===== config.mk =====
export PLATFORM = sky130hd
export DESIGN_NAME = mfm_fifo
export DESIGN_NICKNAME = d
export VERILOG_FILES = /design/src/hw/rtl/mfm_pkg.sv /design/src/hw/rtl/mfm_fifo.sv
export VERILOG_INCLUDE_DIRS = /design/src /design/src/hw/rtl
export SDC_FILE = /design/constraint.sdc
export NUM_CORES = 1
export LEC_CHECK = 0
export BUFFER_PORTS_ARGS = -buffer_cell sky130_fd_sc_hd__clkbuf_2
export CELL_PAD_IN_SITES_DETAIL_PLACEMENT = 1
export CELL_PAD_IN_SITES_GLOBAL_PLACEMENT = 1
export CORE_UTILIZATION = 50
export CTS_BUF_LIST = sky130_fd_sc_hd__clkbuf_4 sky130_fd_sc_hd__clkbuf_8 sky130_fd_sc_hd__clkbuf_16
export CTS_CLUSTER_SIZE = 10
export DETAILED_ROUTE_END_ITERATION = 7
export GPL_TIMING_DRIVEN = 1
export HOLD_SLACK_MARGIN = 0.05
export PLACE_DENSITY_LB_ADDON = 0.25
export SLEW_MARGIN = 20
export SYNTH_ARGS = -nofsm -noshare
export SYNTH_HDL_FRONTEND = slang
export SYNTH_SLANG_ARGS = --single-unit
export TNS_END_PERCENT = 100

===== constraint.sdc =====
create_clock -name clk -period 12.95 [get_ports clk]
set_clock_uncertainty 0.1 [all_clocks]
set_input_delay 2.59 -clock clk [delete_from_list [all_inputs] [get_ports clk]]
set_output_delay 2.59 -clock clk [all_outputs]
set_load 0.01 [all_outputs]

===== src/hw/rtl/assert_macros.svh =====
// Assertion helpers; clk and arst_n must exist in the using module.
`ifndef ASSERT_MACROS_SVH
`define ASSERT_MACROS_SVH

// Property must hold at every clock edge out of reset.
`define ASSERT_CLK(label, prop) \
	label: assert property (@(posedge clk) disable iff (!arst_n) (prop)) \
		else $error("assertion failed");

// Condition must never be seen at a clock edge out of reset.
`define ASSERT_NEVER(label, cond) \
	label: assert property (@(posedge clk) disable iff (!arst_n) !(cond)) \
		else $error("forbidden condition seen");

`endif


===== src/hw/rtl/mfm_pkg.sv =====
`default_nettype none
package mfm_pkg;

	localparam int NODE_W        = 20;
	localparam int CELL_W        = 20;
	localparam int FACE_CAPACITY = 4096;
	localparam int ID_W          = $clog2(FACE_CAPACITY);
	localparam int CNT_W         = $clog2(FACE_CAPACITY + 1);
	localparam int HASH_W        = $clog2(FACE_CAPACITY);
	localparam int HT_DEPTH      = 1 << HASH_W;
	localparam int FOLD_CHUNKS   = (2 + 4 * NODE_W + HASH_W - 1) / HASH_W;

	localparam logic [2:0] CT_PYRAMID = 3'd5;

	localparam logic [1:0] KIND_EDGE = 2'd0;
	localparam logic [1:0] KIND_QUAD = 2'd1;
	localparam logic [1:0] KIND_TRIA = 2'd2;

	localparam logic [2:0] FACE_TOTAL [6] = '{3'd4, 3'd3, 3'd6, 3'd5, 3'd4, 3'd5};

	localparam logic [1:0] FACE_KIND_TAB [6][6] = '{
		'{2'd0, 2'd0, 2'd0, 2'd0, 2'd0, 2'd0},
		'{2'd0, 2'd0, 2'd0, 2'd0, 2'd0, 2'd0},
		'{2'd1, 2'd1, 2'd1, 2'd1, 2'd1, 2'd1},
		'{2'd1, 2'd1, 2'd1, 2'd2, 2'd2, 2'd0},
		'{2'd2, 2'd2, 2'd2, 2'd2, 2'd0, 2'd0},
		'{2'd1, 2'd2, 2'd2, 2'd2, 2'd2, 2'd0}
	};

	localparam logic [2:0] LOCAL_TAB [6][6][4] = '{
		'{'{3'd0,3'd1,3'd0,3'd0}, '{3'd1,3'd2,3'd0,3'd0}, '{3'd2,3'd3,3'd0,3'd0},
		  '{3'd3,3'd0,3'd0,3'd0}, '{3'd0,3'd0,3'd0,3'd0}, '{3'd0,3'd0,3'd0,3'd0}},
		'{'{3'd0,3'd1,3'd0,3'd0}, '{3'd1,3'd2,3'd0,3'd0}, '{3'd2,3'd0,3'd0,3'd0},
		  '{3'd0,3'd0,3'd0,3'd0}, '{3'd0,3'd0,3'd0,3'd0}, '{3'd0,3'd0,3'd0,3'd0}},
		'{'{3'd0,3'd1,3'd5,3'd4}, '{3'd1,3'd3,3'd7,3'd5}, '{3'd3,3'd2,3'd6,3'd7},
		  '{3'd2,3'd0,3'd4,3'd6}, '{3'd1,3'd0,3'd2,3'd3}, '{3'd4,3'd5,3'd7,3'd6}},
		'{'{3'd0,3'd1,3'd4,3'd3}, '{3'd1,3'd2,3'd5,3'd4}, '{3'd2,3'd0,3'd3,3'd5},
		  '{3'd0,3'd2,3'd1,3'd0}, '{3'd3,3'd4,3'd5,3'd0}, '{3'd0,3'd0,3'd0,3'd0}},
		'{'{3'd1,3'd0,3'd2,3'd0}, '{3'd0,3'd1,3'd3,3'd0}, '{3'd1,3'd2,3'd3,3'd0},
		  '{3'd2,3'd0,3'd3,3'd0}, '{3'd0,3'd0,3'd0,3'd0}, '{3'd0,3'd0,3'd0,3'd0}},
		'{'{3'd0,3'd2,3'd3,3'd1}, '{3'd0,3'd1,3'd4,3'd0}, '{3'd1,3'd3,3'd4,3'd0},
		  '{3'd3,3'd2,3'd4,3'd0}, '{3'd2,3'd0,3'd4,3'd0}, '{3'd0,3'd0,3'd0,3'd0}}
	};

	typedef struct packed {
		logic [2:0]        cell_type;
		logic [CELL_W-1:0] cell_id;
		logic [NODE_W-1:0] node0;
		logic [NODE_W-1:0] node1;
		logic [NODE_W-1:0] node2;
		logic [NODE_W-1:0] node3;
		logic [NODE_W-1:0] node4;
		logic [NODE_W-1:0] node5;
		logic [NODE_W-1:0] node6;
		logic [NODE_W-1:0] node7;
	} cell_t;

	typedef struct packed {
		logic [2:0]        local_face;
		logic [ID_W-1:0]   face_id;
		logic [1:0]        face_kind;
		logic              is_new;
		logic [CELL_W-1:0] neighbor_cell;
		logic              has_neighbor;
		logic              table_full;
		logic              last;
		logic [NODE_W-1:0] face_node0;
		logic [NODE_W-1:0] face_node1;
		logic [NODE_W-1:0] face_node2;
		logic [NODE_W-1:0] face_node3;
	} face_t;

	// one face handed from front to back
	typedef struct packed {
		logic [2:0]             local_face;
		logic [1:0]             kind;
		logic                   last;
		logic [CELL_W-1:0]      owner;
		logic [3:0][NODE_W-1:0] fn;
		logic [3:0][NODE_W-1:0] key;
	} desc_t;

	typedef struct packed {
		logic                   valid;
		logic [1:0]             kind;
		logic [3:0][NODE_W-1:0] key;
		logic [ID_W-1:0]        id;
		logic [CELL_W-1:0]      owner;
	} entry_t;

	typedef struct packed {
		logic full;
		logic empty;
	} q_stat_t;

	function automatic logic [HASH_W-1:0] face_hash(input logic [1:0] kind,
		input logic [3:0][NODE_W-1:0] key);
		logic [FOLD_CHUNKS*HASH_W-1:0] v;
		logic [HASH_W-1:0]             h;
		v = '0;
		v[2+4*NODE_W-1:0] = {kind, key};
		h = '0;
		for (int i = 0; i < FOLD_CHUNKS; i++) begin
			h = h ^ v[i*HASH_W +: HASH_W];
		end
		return h;
	endfunction

endpackage
`default_nettype wire


===== src/hw/rtl/mfm_fifo.sv =====
`default_nettype none
module mfm_fifo
	import mfm_pkg::*;
(
	input  wire logic    clk,
	input  wire logic    arst_n,
	input  wire logic    push,
	input  wire desc_t   wr_desc,
	input  wire logic    pop,
	output      desc_t   rd_desc,
	output      q_stat_t stat
);
	`include "assert_macros.svh"

	localparam int DEPTH = 4;
	localparam int PW    = $clog2(DEPTH);

	desc_t          mem_q [DEPTH];
	logic [PW-1:0]  wr_ptr_q;
	logic [PW-1:0]  rd_ptr_q;
	logic [PW:0]    cnt_q;

	assign stat.full  = (cnt_q == (PW+1)'(DEPTH));
	assign stat.empty = (cnt_q == '0);
	assign rd_desc    = mem_q[rd_ptr_q];

	always_ff @(posedge clk or negedge arst_n) begin
		if (!arst_n) begin
			wr_ptr_q <= '0;
			rd_ptr_q <= '0;
			cnt_q    <= '0;
		end else begin
			if (push) wr_ptr_q <= wr_ptr_q + 1'b1;
			if (pop)  rd_ptr_q <= rd_ptr_q + 1'b1;
			unique case ({push, pop})
				2'b10:   cnt_q <= cnt_q + 1'b1;
				2'b01:   cnt_q <= cnt_q - 1'b1;
				default: cnt_q <= cnt_q;
			endcase
		end
	end

	always_ff @(posedge clk) begin
		if (push) mem_q[wr_ptr_q] <= wr_desc;
	end

	`ASSERT_NEVER(a_q_overflow, push && stat.full)
	`ASSERT_NEVER(a_q_underflow, pop && stat.empty)
endmodule
`default_nettype wire


==> run_results.csv <==
group,metric,value,unit
floorplan,die_h,235,µm
clock_network,clk_latency,590,ps
critical_path,crit_top_cell,"buf_4",
grt,grtUsageTotal,0.210,
pwr,powerDensity,233,nW/µm²
critical_path,path_buf_inv,3,
clock_network,cts.clk_slew.worst_paths,50,ps
floorplan,fp.dieW,235,µm
yosys,syn_area,27200,µm²
yosys,yosys_warnings,0,
sta,hold_viol,0,
drt,routed_via_density,5.63,
critical_path,cp_max_fo,47,
critical_path,cp-end-kind,"primary output",
run,cap_violations,0,
placement,dpl_cell_area,29800,µm²
sta,rsz0062_at_grt,"false",
hold_path,holdCritPathClass,"reg -> reg",
final_layout,design_area,32300,µm²
sta,timing.final.ws_setup,6640,ps
yosys,yosys-top-cells-area,"edfxtp_1 82%, mux4_2 15%, dfrtp_1 0.64%",
yosys,synthTopCellsByCount,"744 x edfxtp_1, 186 x mux4_2, 21 x buf_2, 15 x buf_6, 7 x dfrtp_1",
grt,top_usage_layer,"met2",
sta,finalCriticalPeriod,6310,ps
final_layout,fin_util,0.599,
drt,vias,12300,
pwr,power_frac_seq,0.444,
pwr,pwr-share-clk,0.282,
clock_network,cts_hold_buf,0,
floorplan,core_area,53800,µm²
run_status,status,"complete, no violations",
critical_path,crit_path_start_kind,"register",
final_layout,final_cells,2179,
clock_network,postCtsSetupRepairBufs,0,
clock_network,cts_resized,0,
sta,fmax,158,MHz
floorplan,dieArea,55400,µm²
drt,wl_per_cell,26.2,µm
final_layout,nNetsFinal,1643,
critical_path,worst-endpoint-arrival,3620,ps
drt,drc_errors,0,
critical_path,path_class,"reg -> out",
drt,drt_iter0_markers,691,
placement,place_ws,7120,ps
yosys,ys_dominant_reg_cell,"edfxtp_1",
sta,max_slew_margin,0.276,
drt,dr.pass1.iters,5,
critical_path,crit_slowest_cell,"buf_4",
floorplan,start_util,0.506,
sta,hold_ws,411,ps
grt,met2_usage,0.343,
final_layout,syn_to_final_growth,18.5,%
yosys,netlist.area_leader.share,0.821,
floorplan,ioPinCount,378,
sta,drv_slew,0,
sta,worst_pin_slew,1090,ps
sta,setup-tns-final,0,ps
pwr,p_int,5.34,mW
yosys,seq_area_frac_synth,0.827,
pwr,power_frac_comb,0.274,
grt,gr-total-overflow,0,
yosys,synth_area_per_cell,27.0,µm²
critical_path,crit_required,10260,ps
drt,ant_nets,0,
pwr,p_leak,11.1,nW
pwr,switching_power,2.18,mW
yosys,synth_nets,1205,
grt,grt_max_degree,140,
yosys,yosysTopAreaCell,"edfxtp_1",
placement,numPortBuffers,377,
sta,setup_viol,0,
clock_network,cts_made_buffers,85,
critical_path,crit_family,"buffers and inverters",
pwr,p_sw_frac,0.290,
floorplan,num_rows,85,
clock_network,cts_max_path_buffers,3,
clock_network,cts-root-buf,"clkbuf_16",
sta,fin_crit_sh,0.487,
pwr,total_power,7.52,mW
placement,place_congestion,0.723,
drt,routed_wl,57.0,mm
clock_network,cts_tree,"done",
grt,grt_pass1_wl,85.5,mm
yosys,ys_ff_latch,751,
yosys,async_flop_share,0.00932,
pwr,vdd.ir_drop.worst,173,µV
grt,grt_use_met3,0.0663,
yosys,synthCells,1009,
critical_path,crit_chain,"buf_4 -> buf_4 -> mux4_2 -> clkbuf_2",
placement,dp_cells,2056,
grt,antenna_found_initial,11,
yosys,synth_most_common_cell,"edfxtp_1",
placement,dp_hpwl,35.2,mm
yosys,yosysUniqueCellTypes,17,
grt,grt_pass1_vias,13500,
yosys,synth_edf_count,744,
clock_network,cts_max_level,3,
critical_path,critPathMaxStageDelay,850,ps
grt,grtUsageMet1,0.272,
clock_network,cts.sinks,751,
final_layout,drive_gt1_frac,0.474,
[layout by cell type, fill, tap and decap left out, drive strengths merged]
cell and instances:
mux4 186, inv 9, nand2 3, diode 5, o21ai 2, fa 1
edfxtp 744, xnor2 2, ha 5, nor2 1, and3 1, and2 4
xor2 4, nor3 1, buf 16, dfrtp 7, clkinv 3, clkbuf 489
[cell families after synthesis]
family | synth area share
AO/OA/AOI/OAI | 0.000368
XOR/XNOR | 0.00193
adder cells (fa/ha/maj) | 0.00303
buffers and inverters | 0.0117
flip-flops | 0.827
multiplexers | 0.154
AND/OR/NAND/NOR | 0.00188
[final cells by class]
type | instances | area [µm²]
Tap cell | 696 | 871
Inverter | 6 | 22.5
Clock buffer | 112 | 2350
Timing Repair Buffer | 393 | 2020
Fill cell | 4473 | 21600
Multi-Input combinational cell | 210 | 4400
Antenna cell | 5 | 12.5
Sequential cell | 751 | 22500
Clock inverter | 6 | 61.3
[registers in the layout (all words and copies together), names as in the netlist]
register / count
cnt_q: 3
wr_ptr_q: 2
mem_q: 744
rd_ptr_q: 2
[power groups by stage]
stage                     sequential [mW]  combinational, mW  clock [mW]
after CTS                            3.35               2.12        2.17
after detailed placement             3.40               2.12           0
after global placement               3.36               2.10           0
final                                3.34               2.06        2.12
after global routing                 3.38               2.21        2.25
after floorplan                      3.37               1.39           0
[layer usage]
| layer | routed length (µm) | part of all wire |
|---|---|---|
| met1 | 22200 | 0.39 |
| met4 | 1220 | 0.021 |
| met2 | 28900 | 0.51 |
| met3 | 4560 | 0.080 |
| met5 | 101 | 0.0018 |
[path summary, 6_finish.rpt]
path / startpoint / to / slack [ps] / cells after the start
setup / recovery: rd_ptr_q[0] / rd_desc[143] / 6640 / 4
hold / removal: cnt_q[2] / cnt_q[2] / 410 / 1
setup reg to reg: wr_ptr_q[0] / mem_q[2][64] / 9840 / 5
hold reg to reg: cnt_q[2] / cnt_q[2] / 410 / 1
max in group asynchronous: arst_n / rd_ptr_q[1] / 10800 / 1
min in group asynchronous: arst_n / rd_ptr_q[0] / 1730 / 1
(Power assumes the default switching activity.)
