===== src/hw/rtl/assert_macros.svh =====
// Assertion helpers; clk and arst_n must exist in the using module.
`ifndef ASSERT_MACROS_SVH
`define ASSERT_MACROS_SVH

// Property must hold at every clock edge out of reset.
`define ASSERT_CLK(label, prop) \
	label: assert property (@(posedge clk) disable iff (!arst_n) (prop)) \
		else $error("assertion failed");

// Condition must never be seen at a clock edge out of reset.
`define ASSERT_NEVER(label, cond) \
	label: assert property (@(posedge clk) disable iff (!arst_n) !(cond)) \
		else $error("forbidden condition seen");

`endif


===== src/hw/rtl/mfm_pkg.sv =====
`default_nettype none
package mfm_pkg;

	localparam int NODE_W        = 20;
	localparam int CELL_W        = 20;
	localparam int FACE_CAPACITY = 4096;
	localparam int ID_W          = $clog2(FACE_CAPACITY);
	localparam int CNT_W         = $clog2(FACE_CAPACITY + 1);
	localparam int HASH_W        = $clog2(FACE_CAPACITY);
	localparam int HT_DEPTH      = 1 << HASH_W;
	localparam int FOLD_CHUNKS   = (2 + 4 * NODE_W + HASH_W - 1) / HASH_W;

	localparam logic [2:0] CT_PYRAMID = 3'd5;

	localparam logic [1:0] KIND_EDGE = 2'd0;
	localparam logic [1:0] KIND_QUAD = 2'd1;
	localparam logic [1:0] KIND_TRIA = 2'd2;

	localparam logic [2:0] FACE_TOTAL [6] = '{3'd4, 3'd3, 3'd6, 3'd5, 3'd4, 3'd5};

	localparam logic [1:0] FACE_KIND_TAB [6][6] = '{
		'{2'd0, 2'd0, 2'd0, 2'd0, 2'd0, 2'd0},
		'{2'd0, 2'd0, 2'd0, 2'd0, 2'd0, 2'd0},
		'{2'd1, 2'd1, 2'd1, 2'd1, 2'd1, 2'd1},
		'{2'd1, 2'd1, 2'd1, 2'd2, 2'd2, 2'd0},
		'{2'd2, 2'd2, 2'd2, 2'd2, 2'd0, 2'd0},
		'{2'd1, 2'd2, 2'd2, 2'd2, 2'd2, 2'd0}
	};

	localparam logic [2:0] LOCAL_TAB [6][6][4] = '{
		'{'{3'd0,3'd1,3'd0,3'd0}, '{3'd1,3'd2,3'd0,3'd0}, '{3'd2,3'd3,3'd0,3'd0},
		  '{3'd3,3'd0,3'd0,3'd0}, '{3'd0,3'd0,3'd0,3'd0}, '{3'd0,3'd0,3'd0,3'd0}},
		'{'{3'd0,3'd1,3'd0,3'd0}, '{3'd1,3'd2,3'd0,3'd0}, '{3'd2,3'd0,3'd0,3'd0},
		  '{3'd0,3'd0,3'd0,3'd0}, '{3'd0,3'd0,3'd0,3'd0}, '{3'd0,3'd0,3'd0,3'd0}},
		'{'{3'd0,3'd1,3'd5,3'd4}, '{3'd1,3'd3,3'd7,3'd5}, '{3'd3,3'd2,3'd6,3'd7},
		  '{3'd2,3'd0,3'd4,3'd6}, '{3'd1,3'd0,3'd2,3'd3}, '{3'd4,3'd5,3'd7,3'd6}},
		'{'{3'd0,3'd1,3'd4,3'd3}, '{3'd1,3'd2,3'd5,3'd4}, '{3'd2,3'd0,3'd3,3'd5},
		  '{3'd0,3'd2,3'd1,3'd0}, '{3'd3,3'd4,3'd5,3'd0}, '{3'd0,3'd0,3'd0,3'd0}},
		'{'{3'd1,3'd0,3'd2,3'd0}, '{3'd0,3'd1,3'd3,3'd0}, '{3'd1,3'd2,3'd3,3'd0},
		  '{3'd2,3'd0,3'd3,3'd0}, '{3'd0,3'd0,3'd0,3'd0}, '{3'd0,3'd0,3'd0,3'd0}},
		'{'{3'd0,3'd2,3'd3,3'd1}, '{3'd0,3'd1,3'd4,3'd0}, '{3'd1,3'd3,3'd4,3'd0},
		  '{3'd3,3'd2,3'd4,3'd0}, '{3'd2,3'd0,3'd4,3'd0}, '{3'd0,3'd0,3'd0,3'd0}}
	};

	typedef struct packed {
		logic [2:0]        cell_type;
		logic [CELL_W-1:0] cell_id;
		logic [NODE_W-1:0] node0;
		logic [NODE_W-1:0] node1;
		logic [NODE_W-1:0] node2;
		logic [NODE_W-1:0] node3;
		logic [NODE_W-1:0] node4;
		logic [NODE_W-1:0] node5;
		logic [NODE_W-1:0] node6;
		logic [NODE_W-1:0] node7;
	} cell_t;

	typedef struct packed {
		logic [2:0]        local_face;
		logic [ID_W-1:0]   face_id;
		logic [1:0]        face_kind;
		logic              is_new;
		logic [CELL_W-1:0] neighbor_cell;
		logic              has_neighbor;
		logic              table_full;
		logic              last;
		logic [NODE_W-1:0] face_node0;
		logic [NODE_W-1:0] face_node1;
		logic [NODE_W-1:0] face_node2;
		logic [NODE_W-1:0] face_node3;
	} face_t;

	// one face handed from front to back
	typedef struct packed {
		logic [2:0]             local_face;
		logic [1:0]             kind;
		logic                   last;
		logic [CELL_W-1:0]      owner;
		logic [3:0][NODE_W-1:0] fn;
		logic [3:0][NODE_W-1:0] key;
	} desc_t;

	typedef struct packed {
		logic                   valid;
		logic [1:0]             kind;
		logic [3:0][NODE_W-1:0] key;
		logic [ID_W-1:0]        id;
		logic [CELL_W-1:0]      owner;
	} entry_t;

	typedef struct packed {
		logic full;
		logic empty;
	} q_stat_t;

	function automatic logic [HASH_W-1:0] face_hash(input logic [1:0] kind,
		input logic [3:0][NODE_W-1:0] key);
		logic [FOLD_CHUNKS*HASH_W-1:0] v;
		logic [HASH_W-1:0]             h;
		v = '0;
		v[2+4*NODE_W-1:0] = {kind, key};
		h = '0;
		for (int i = 0; i < FOLD_CHUNKS; i++) begin
			h = h ^ v[i*HASH_W +: HASH_W];
		end
		return h;
	endfunction

endpackage
`default_nettype wire


===== src/hw/rtl/mfm_front.sv =====
`default_nettype none
module mfm_front
	import mfm_pkg::*;
(
	input  wire logic    clk,
	input  wire logic    arst_n,
	input  wire logic    accept,
	input  wire cell_t   mesh_cell,
	input  wire q_stat_t q_stat,
	output      logic    active,
	output      logic    push,
	output      desc_t   desc
);
	`include "assert_macros.svh"

	cell_t      cell_q;
	logic       active_q;
	logic [2:0] face_q;

	logic [7:0][NODE_W-1:0] node;
	logic [1:0]             kind;
	logic [2:0]             len;
	logic [3:0][NODE_W-1:0] v;
	logic [1:0]             pos;
	logic [1:0]             left;
	logic [1:0]             right;
	logic                   fwd;
	logic [2:0]             step;
	logic [2:0]             idx;

	assign active = active_q;
	assign push   = active_q && !q_stat.full;
	assign node   = {cell_q.node7, cell_q.node6, cell_q.node5, cell_q.node4,
	                 cell_q.node3, cell_q.node2, cell_q.node1, cell_q.node0};

	always_comb begin
		kind = FACE_KIND_TAB[cell_q.cell_type][face_q];
		unique case (kind)
			KIND_EDGE: len = 3'd2;
			KIND_TRIA: len = 3'd3;
			default:   len = 3'd4;
		endcase
		for (int i = 0; i < 4; i++) begin
			v[i] = (3'(i) < len) ? node[LOCAL_TAB[cell_q.cell_type][face_q][i]] : '0;
		end
		// smallest id, first on ties
		pos = 2'd0;
		for (int i = 1; i < 4; i++) begin
			if ((3'(i) < len) && (v[i] < v[pos])) pos = 2'(i);
		end
		left  = (pos == 2'd0) ? 2'(len - 3'd1) : pos - 2'd1;
		right = ({1'b0, pos} == len - 3'd1) ? 2'd0 : pos + 2'd1;
		fwd   = v[right] < v[left];
		for (int i = 0; i < 4; i++) begin
			step = fwd ? 3'(i) : len - 3'(i);
			idx  = {1'b0, pos} + step;
			if (idx >= len) idx = idx - len;
			desc.key[i] = (3'(i) < len) ? v[idx[1:0]] : '0;
		end
		desc.local_face = face_q;
		desc.kind       = kind;
		desc.last       = (face_q == FACE_TOTAL[cell_q.cell_type] - 3'd1);
		desc.owner      = cell_q.cell_id;
		desc.fn         = v;
	end

	always_ff @(posedge clk or negedge arst_n) begin
		if (!arst_n) begin
			active_q <= 1'b0;
			face_q   <= '0;
		end else if (accept) begin
			active_q <= (mesh_cell.cell_type <= CT_PYRAMID);
			face_q   <= '0;
		end else if (push) begin
			face_q <= face_q + 3'd1;
			if (desc.last) active_q <= 1'b0;
		end
	end

	always_ff @(posedge clk) begin
		if (accept) cell_q <= mesh_cell;
	end

	`ASSERT_CLK(a_face_in_range, active_q |-> (face_q < FACE_TOTAL[cell_q.cell_type]))
endmodule
`default_nettype wire


===== config.mk =====
export PLATFORM = sky130hd
export DESIGN_NAME = mfm_front
export DESIGN_NICKNAME = d
export VERILOG_FILES = /design/src/hw/rtl/mfm_pkg.sv /design/src/hw/rtl/mfm_front.sv
export VERILOG_INCLUDE_DIRS = /design/src /design/src/hw/rtl
export SDC_FILE = /design/constraint.sdc
export NUM_CORES = 1
export LEC_CHECK = 0
export BUFFER_PORTS_ARGS = -buffer_cell sky130_fd_sc_hd__buf_2
export CORE_ASPECT_RATIO = 1.1
export CORE_MARGIN = 2
export CORE_UTILIZATION = 30
export CTS_CLUSTER_SIZE = 12
export DETAILED_ROUTE_END_ITERATION = 8
export PLACE_DENSITY = 0.56
export SLEW_MARGIN = 15
export SYNTH_ARGS = -nofsm -noshare
export SYNTH_HDL_FRONTEND = slang
export SYNTH_SLANG_ARGS = --single-unit

===== constraint.sdc =====
create_clock -name clk -period 30.7 [get_ports clk]
set_clock_uncertainty 0.2 [all_clocks]
set_input_delay 6.14 -clock clk [delete_from_list [all_inputs] [get_ports clk]]
set_output_delay 6.14 -clock clk [all_outputs]
set_load 0.1 [all_outputs]

==> results.ini <==
[grt]
antenna_found_initial=3
grt_pass1_vias=17771
gr-total-overflow=0
grt_max_degree=81
track_usage_pct=23.5
grt_first_pass_wirelength_mm=113

[sta]
min_period_ns=26.66
hold_viol_final=0
tightest_slew_ns=1.01
setup_viol=0
setup_tns_ns=0
rsz0062_at_grt=no
maxSlewHeadroom_pct=32.8
fin_crit_sh_pct=86.8
fmax_mhz=37.5
drv_slew=0

[detailed_routing]
dr.pass1.iters=6
avgRoutedWirePerCell_um=23.3
drc=0
drtAntennaViolNets=0
vias_per_cell=5.73
drtIter0Drc=1894
dr_total_vias=18809
drt_wl_total_mm=76.4

[critical_path]
required_ns=24.36
startpoint=cell_q[182]
slowest_stage=edfxtp_1
slowest_delay_ns=0.92
r2r_setup_slack_ns=28.32
worstSetupEndpointType=primary output
start_kind=flop
reg2regPathDepth=7
rr_startpoint=cell_q[182]
worst-setup-path-type=reg2out
crit_arrival_ns=20.32
crit_fanout=73
reg2reg_to=active

[logic_synthesis]
seq_area_frac_synth_pct=30.7
syn-num-nets=2481
synthArstFlopShare_pct=2.14
synth_edf_count=183
netlist-cell-type-count=90
synthCells=2200
yosysWarningCount=0
postSynthAreaPerCell_um2=8.30
ys.flop_type=edfxtp_1
ys_ff_latch=187
syn_area_um2=18300

[final_layout]
drive_gt1_share_pct=24.3
fill_cells=6172
nets=2781
final_common_cell=nand2_1
layout_common_cells=nand2_1 (409), buf_2 (373), edfxtp_1 (183)
area_delta_synth_final_pct=18.8

[hold_path]
min_from=active
whs_endpoint=active
min_path_type=reg2reg
min_path_cells=2

[clock_tree]
insertion_delay_ns=0.45
cts_setup_buffers=0
cts_tree=done
h-tree-depth=4
clockBufferDepth=2
numCtsBuffers=17
numClockSinks=187
ctsHoldBuffers=0
cts_resized=0
cts_root_buf=clkbuf_16
clkTransAtPathRegs_ns=0.08

[status]
outcome=finished, final reports clean

[floorplanning]
row_count=94
dieArea_um2=62800
die_h_um=263
core_um2=60000
die_w_um=239
initial_core_util_pct=30.4
ios=376

[place]
port_buffers=374
place_congestion=0.907
hpwlAfterDp_mm=56.1

[job]
drv_cap=0

[sequential cells by signal, summed over array words and instances (netlist names)]
signal,cells
desc,20
face_q,3
active,1
cell_q,163
[metal layers]
layer | GRT usage (%) | wire (µm) | vias up
met5 | 0 | 18 | -
met4 | 7.58 | 2240 | 4
met3 | 3.54 | 6620 | 144
met2 | 36.2 | 33700 | 1050
met1 | 33.6 | 33800 | 8937
li1 | - | - | 8674
[synthesized netlist by cell type (4+ instances only)]
cell type | n | area share, %
buf_6 | 9 | 0.56
buf_1 | 16 | 0.33
o22a_1 | 8 | 0.38
nand4_1 | 17 | 0.58
clkbuf_1 | 137 | 2.8
xnor2_1 | 6 | 0.29
buf_2 | 12 | 0.33
dfrtp_1 | 4 | 0.55
buf_4 | 23 | 0.95
a211o_1 | 6 | 0.29
nand2_1 | 410 | 8.4
nor2b_1 | 6 | 0.21
o22ai_1 | 17 | 0.58
and2_1 | 52 | 1.8
mux2_2 | 24 | 1.5
mux2i_1 | 155 | 8.5
nor2_1 | 172 | 3.5
a211oi_1 | 112 | 4.6
a311oi_1 | 36 | 1.7
ha_1 | 89 | 6.1
a31oi_1 | 17 | 0.58
mux4_2 | 31 | 3.8
o21ai_0 | 144 | 3.9
a221oi_1 | 4 | 0.19
nor3_1 | 8 | 0.22
fa_1 | 4 | 0.44
nand3_1 | 158 | 4.3
o2111ai_1 | 5 | 0.24
o21ai_1 | 15 | 0.41
o211ai_1 | 24 | 0.99
nand2b_1 | 14 | 0.48
edfxtp_1 | 183 | 30
o21a_1 | 9 | 0.37
inv_1 | 63 | 1.3
a21o_1 | 22 | 0.90
a21oi_1 | 106 | 2.9
[kinds of logic after synthesis]
family	count (synthesis)	synth area share, %
adders and majority gates	93	6.54
buffers and inverters	263	6.42
DFF	187	30.7
xor gates and xnor gates	9	0.432
muxes	213	14.2
AOI/OAI and AO/OA	562	20.4
and+or+nand+nor	873	21.4
[metrics by stage]
stage                     hold WS [ns]  cells  setup WS, ns  cell area, µm²  utilization, %
after floorplan                  0.863   2200          4.06           18300               -
after global placement           0.371   3249          5.08           21100            35.1
after detailed placement         0.425   3249          4.83           21100            35.1
after CTS                        0.442   3281          4.30           21700            36.2
after global routing             0.468   3282          2.88           21700            36.2
final                            0.426   3282          4.04           21700            36.2
[worst max path at each step]
stage | depth (start not counted) | end | slack [ns]
floorplan | 75 | desc[42] | 4.06
detailed placement | 64 | desc[57] | 4.83
global placement | 64 | desc[49] | 5.08
CTS | 64 | desc[57] | 4.30
finish | 64 | desc[57] | 4.04
global route | 64 | desc[49] | 2.88
[worst max-delay path, delay by kind of cell (launching register included)]
kind	cells	cell delay [ns]
muxes	3	0.97
adders and majority gates	7	2.49
and+or+nand+nor	19	3.85
DFF	1	0.92
AOI/OAI and AO/OA	27	8.04
buffers and inverters	8	3.39
[area by class of cell]
cell class                      instances  area, µm²  area share (%)
Sequential cell                       187       5600            25.8
Clock inverter                         15        198           0.911
Timing Repair Buffer                  479       2670            12.3
Inverter                               65        244            1.12
Antenna cell                            1       2.50          0.0115
Tap cell                              768        961            4.43
Clock buffer                           17        425            1.96
Multi-Input combinational cell       1750      11600            53.5
Power is not shown: default switching activity piles up to over one toggle a cycle in this logic, so the estimate is an artifact.
